===== src/design/lut_segment_ramp_fill_defines.svh =====
// ----------------------------------------------------------------------------
// lut_segment_ramp_fill assertion macros
// shared concurrent assertion forms, sampled on clk and disabled in reset
// ----------------------------------------------------------------------------
`ifndef LUT_SEGMENT_RAMP_FILL_DEFINES_SVH
`define LUT_SEGMENT_RAMP_FILL_DEFINES_SVH

// same-cycle implication
`define LSRF_ASSERT_IMP(lbl, pre, post, msg) \
    lbl: assert property (@(posedge clk) disable iff (!rst_n) (pre) |-> (post)) else $error(msg);

// next-cycle implication
`define LSRF_ASSERT_NXT(lbl, pre, post, msg) \
    lbl: assert property (@(posedge clk) disable iff (!rst_n) (pre) |=> (post)) else $error(msg);

`endif


===== src/design/lsrf_pkg.sv =====
// ----------------------------------------------------------------------------
// lsrf_pkg
// shared constants, state encoding and controller/datapath bundles
// ----------------------------------------------------------------------------
package lsrf_pkg;

    localparam int LUT_DEPTH  = 4096;
    localparam int LUT_AW     = $clog2(LUT_DEPTH);
    localparam int X_W        = 16;
    localparam int Y_W        = 8;
    localparam int ADDR_W     = 12;
    localparam int COUNT_W    = 13;
    // divisor is 2*dx
    localparam int DEN_W      = X_W + 1;
    // dividend is |2*dy|
    localparam int NUM_W      = Y_W + 1;
    localparam int DIV_STEPS  = NUM_W;
    localparam int DIV_CNT_W  = $clog2(DIV_STEPS);
    localparam int Q_W        = Y_W + 2;
    localparam int S_TDATA_W  = 64;
    localparam int M_TDATA_W  = 24;

    typedef enum logic
    {
        CMD_FILL = 1'b0,
        CMD_READ = 1'b1
    } op_t;

    typedef enum logic [2:0]
    {
        S_IDLE,
        S_PREP,
        S_DIV,
        S_RAMP,
        S_READ,
        S_RESULT
    } state_t;

    typedef struct packed
    {
        logic capture;
        logic div_init;
        logic ramp_init;
        logic div_step;
        logic ramp_step;
        logic mem_rd;
        logic out_load;
    } ctl_t;

    typedef struct packed
    {
        logic empty;
        logic div_last;
        logic ramp_last;
        logic out_free;
    } sts_t;

endpackage


===== src/design/lsrf_ctrl.sv =====
// ----------------------------------------------------------------------------
// lsrf_ctrl
// sequencer for fill and read items: setup, divide, ramp walk or table read, result
// ----------------------------------------------------------------------------
`include "lut_segment_ramp_fill_defines.svh"

module lsrf_ctrl
    import lsrf_pkg::*;
(
    input  logic clk,
    input  logic rst_n,
    input  logic s_valid,
    input  logic s_kind,
    output logic s_ready,
    input  sts_t sts,
    output ctl_t ctl
);

    state_t state_reg;
    state_t state_next;

    always_ff @(posedge clk or negedge rst_n)
    begin
        if (!rst_n)
        begin
            state_reg <= S_IDLE;
        end
        else
        begin
            state_reg <= state_next;
        end
    end

    always_comb
    begin
        state_next = state_reg;
        ctl        = '0;
        s_ready    = 1'b0;
        case (state_reg)
            S_IDLE:
            begin
                s_ready = 1'b1;
                if (s_valid)
                begin
                    ctl.capture = 1'b1;
                    state_next  = (op_t'(s_kind) == CMD_READ) ? S_READ : S_PREP;
                end
            end
            S_PREP:
            begin
                if (sts.empty)
                begin
                    state_next = S_RESULT;
                end
                else
                begin
                    ctl.div_init  = 1'b1;
                    ctl.ramp_init = 1'b1;
                    state_next    = S_DIV;
                end
            end
            S_DIV:
            begin
                ctl.div_step = 1'b1;
                if (sts.div_last)
                begin
                    state_next = S_RAMP;
                end
            end
            S_RAMP:
            begin
                ctl.ramp_step = 1'b1;
                if (sts.ramp_last)
                begin
                    state_next = S_RESULT;
                end
            end
            S_READ:
            begin
                ctl.mem_rd = 1'b1;
                state_next = S_RESULT;
            end
            S_RESULT:
            begin
                if (sts.out_free)
                begin
                    ctl.out_load = 1'b1;
                    state_next   = S_IDLE;
                end
            end
            default:
            begin
                state_next = S_IDLE;
            end
        endcase
    end

    `LSRF_ASSERT_IMP(a_ctl_onehot, 1'b1, $onehot0({ctl.capture, ctl.div_step, ctl.ramp_step, ctl.mem_rd, ctl.out_load}), "more than one datapath command")
    `LSRF_ASSERT_NXT(a_ramp_stays, state_reg == S_RAMP && !sts.ramp_last, state_reg == S_RAMP, "ramp walk left early")
    `LSRF_ASSERT_NXT(a_empty_skip, state_reg == S_PREP && sts.empty, state_reg == S_RESULT, "empty fill did not go to result")

endmodule


===== config.mk =====
export PLATFORM = sky130hd
export DESIGN_NAME = lsrf_ctrl
export DESIGN_NICKNAME = d
export VERILOG_FILES = /design/src/design/lsrf_pkg.sv /design/src/design/lsrf_ctrl.sv
export VERILOG_INCLUDE_DIRS = /design/src /design/src/design
export SDC_FILE = /design/constraint.sdc
export NUM_CORES = 1
export LEC_CHECK = 0
export ABC_AREA = 0
export BUFFER_PORTS_ARGS = -buffer_cell sky130_fd_sc_hd__buf_2
export CORE_AREA = 2 2 39 41
export DETAILED_ROUTE_END_ITERATION = 8
export DIE_AREA = 0 0 41 43
export GPL_ROUTABILITY_DRIVEN = 0
export GPL_TIMING_DRIVEN = 0
export PLACE_DENSITY = 0.42
export SLEW_MARGIN = 0
export SYNTH_ARGS = -nofsm -noshare
export SYNTH_HDL_FRONTEND = slang
export SYNTH_SLANG_ARGS = --single-unit
export TNS_END_PERCENT = 10

===== constraint.sdc =====
create_clock -name clk -period 2.7 [get_ports clk]
set_input_delay 0.675 -clock clk [delete_from_list [all_inputs] [get_ports clk]]
set_output_delay 0.675 -clock clk [all_outputs]
set_load 0.01 [all_outputs]

==> flow_metrics.tcl <==
set metrics [dict create \
    status "finished clean" \
    finalCritPeriodShare_pct 80.2 \
    die_y_microns 43 \
    crit_type "reg -> out" \
    cts.htree.levels 1 \
    io_pins 16 \
    drive_gt1_share_pct 42.1 \
    cts_tree "done" \
    wl_microns 750 \
    pre_cts_slack_ns 0.628 \
    grt_pass1_vias 259 \
    power_density_nw_per_um2 1160 \
    area_delta_synth_final_pct 40.1 \
    die_x_microns 41 \
    cts_hold_buf 0 \
    grt_max_degree 11 \
    grtUsageMet1_pct 12.3 \
    met3_usage_pct 1.57 \
    clk_latency_ns 0.23 \
    rsz0062_at_grt "false" \
    period_minus_slack_ns 2.17 \
    relSlewSlack_pct 83.4 \
    synth_ff_type "dfrtp_1" \
    crit_end "ctl[5]" \
    post_drt_via_cell_ratio 4.66 \
    crit_path_max_incr_delay_ns 0.43 \
    synth_commonest_cells "nor2_1 (5), nand2_1 (4), a21oi_1 (3), dfrtp_1 (3)" \
    ir_drop_mv 0.242 \
    clockRootBuffer "clkbuf_4" \
    worstMarginPinSlew_ns 0.246 \
    synthDistinctLibCells 22 \
    endpoint_kind "output pin" \
    num_rows 14 \
    postCtsSetupBuffers 0 \
    fin_setup_tns_ns 0 \
    clock_sinks 3 \
    regToRegSetupSlack_ns 1.40 \
    drt_pre_antenna_iters 4 \
    multiInputGateArea_sq_um 191 \
    gr-total-overflow 0 \
    startpoint_type "flop" \
    timing.rr.end "state_reg[0]" \
    core_area_sq_um 1380 \
    ant_nets 0 \
    numPortBuffers 15 \
    largest_reg_flops 3 \
    critPathBufInv 3 \
    yosysSeqAreaShare_pct 24.8 \
    fmax_mhz 462 \
    synthTopCellsByArea "dfrtp_1 (25%), nor2_1 (6.2%), a21oi_1 (5.0%)" \
    synth-seq-cells 3 \
    via_count 340 \
    fin_worst_skew_ns 0.00382 \
    cts-resized-gates 0 \
    finalSetupViolCount 0 \
    yosys.area.top_type "dfrtp_1" \
    synth_enable_flop_cells 0 \
    grt_use_met2_pct 13.4 \
    cp_slowest_cell "dfrtp_1" \
    n_antenna_cell 0 \
    clk_path_buf_depth 2 \
    avgSynthCellArea_sq_um 7.97 \
    critPathMaxFanout 10 \
    yosysMostFrequentCell "nor2_1" \
    required_ns 2.03 \
    hold_class "in -> async" \
    synth_top_area_share_pct 24.8 \
    busiest_layer "met2" \
    hold_violations 0 \
    grt_antenna_before_repair 0 \
    p_leak_nw 0.209 \
    drc_errors 0 \
    power_uw 490 \
    drv_cap 0 \
    track_usage_pct 9.36 \
    cpLargestDelayFamily "flip-flops" \
    r2r_start "state_reg[1]" \
    grt_first_pass_wirelength_microns 1100 \
    nets 66 \
    startpoint "state_reg[1]" \
    whs_ns 0.226 \
    wl_per_cell_microns 10.3 \
    seq_area_sq_um 75.1 \
    async_flop_share_pct 100 \
    syn_inst 38 \
    initial_core_util_pct 21.9 \
    synth_warnings 0 \
    cts.clk_slew.worst_paths_ns 0.04 \
    setup_slack_ns 0.535 \
    drv_slew 0 \
    netlist_area_sq_um 303 \
    fillCellCount 163 \
    crit_path_cell_trace "buf_4, nor2_1, nand2_1, nor2_1, buf_4, buf_2" \
    synthesis.nets 46 \
    crit_cells 6 \
    r2r_cells 4 \
    die_area_sq_um 1760 \
    worst_ep_arrival_time_ns 1.49 \
    cts_made_buffers 3 \
    drt_iter0_markers 4 \
]
==> worst register-to-register path, stage by stage (launching register included) <==
cell and delay (ns):
dfrtp_1 0.43, buf_4 0.20, nor2_1 0.20, a21oi_1 0.10
a32o_1 0.25
==> layout make-up <==
class                      count  share of cell area (%)
sequential                     3                    17.7
multi-input combinational     30                    45.1
tap                           16                    4.72
buffer                         5                    8.55
clock buffer                   4                    6.19
timing repair buffer          15                    17.7
==> per-stage QoR <==
step                      area, sq um  utilization, %  instances
after global placement            398            28.8         69
after global routing              424            30.7         73
final                             424            30.7         73
after detailed placement          398            28.8         69
after floorplan                   303               -         38
after CTS                         424            30.7         73
==> report_power, final <==
| part | internal [mW] | total (mW) | switching (mW) |
|---|---|---|---|
| logic | 0.152 | 0.315 | 0.163 |
| clock network | 0.0554 | 0.0784 | 0.0231 |
| registers | 0.0688 | 0.0971 | 0.0283 |
==> logic make-up after synthesis <==
kind of cell,after synthesis,share of synthesized area (%)
DFF,3,24.8
buffers and inverters,5,12.0
AOI/OAI and AO/OA,10,21.9
and+or+nand+nor,19,38.0
muxes,1,3.31
==> cells in the final DEF (no fill, tap or decap), drive strengths merged <==
cell and count:
a2bb2oi 1, mux2i 1, o21ai 2, nand2b 2
clkbuf 4, and3b 1, nor3 1, and2 1
a22oi 1, buf 20, nor4b 1, o22ai 1
nor3b 2, nor4bb 1, nand2 4, a32o 1
dfrtp 3, nor2 5, or3b 1, o2bb2ai 1
a21oi 3
==> per-layer routing <==
| layer | up-vias | share of wire [%] |
|---|---|---|
| li1 | 175 | - |
| met4 | 0 | 2.3 |
| met1 | 153 | 47 |
| met5 | - | 0 |
| met2 | 10 | 46 |
| met3 | 2 | 4.7 |
==> how the worst min path moves through the flow <==
stage	slack (ns)	endpoint	cells past startpoint
global placement	0.47	state_reg[1]	1
finish	0.23	state_reg[2]	1
global route	0.22	state_reg[1]	1
floorplan	0.38	state_reg[0]	0
CTS	0.23	state_reg[2]	1
detailed placement	0.47	state_reg[0]	1
No activity file was read; power rests on OpenSTA's default activity.
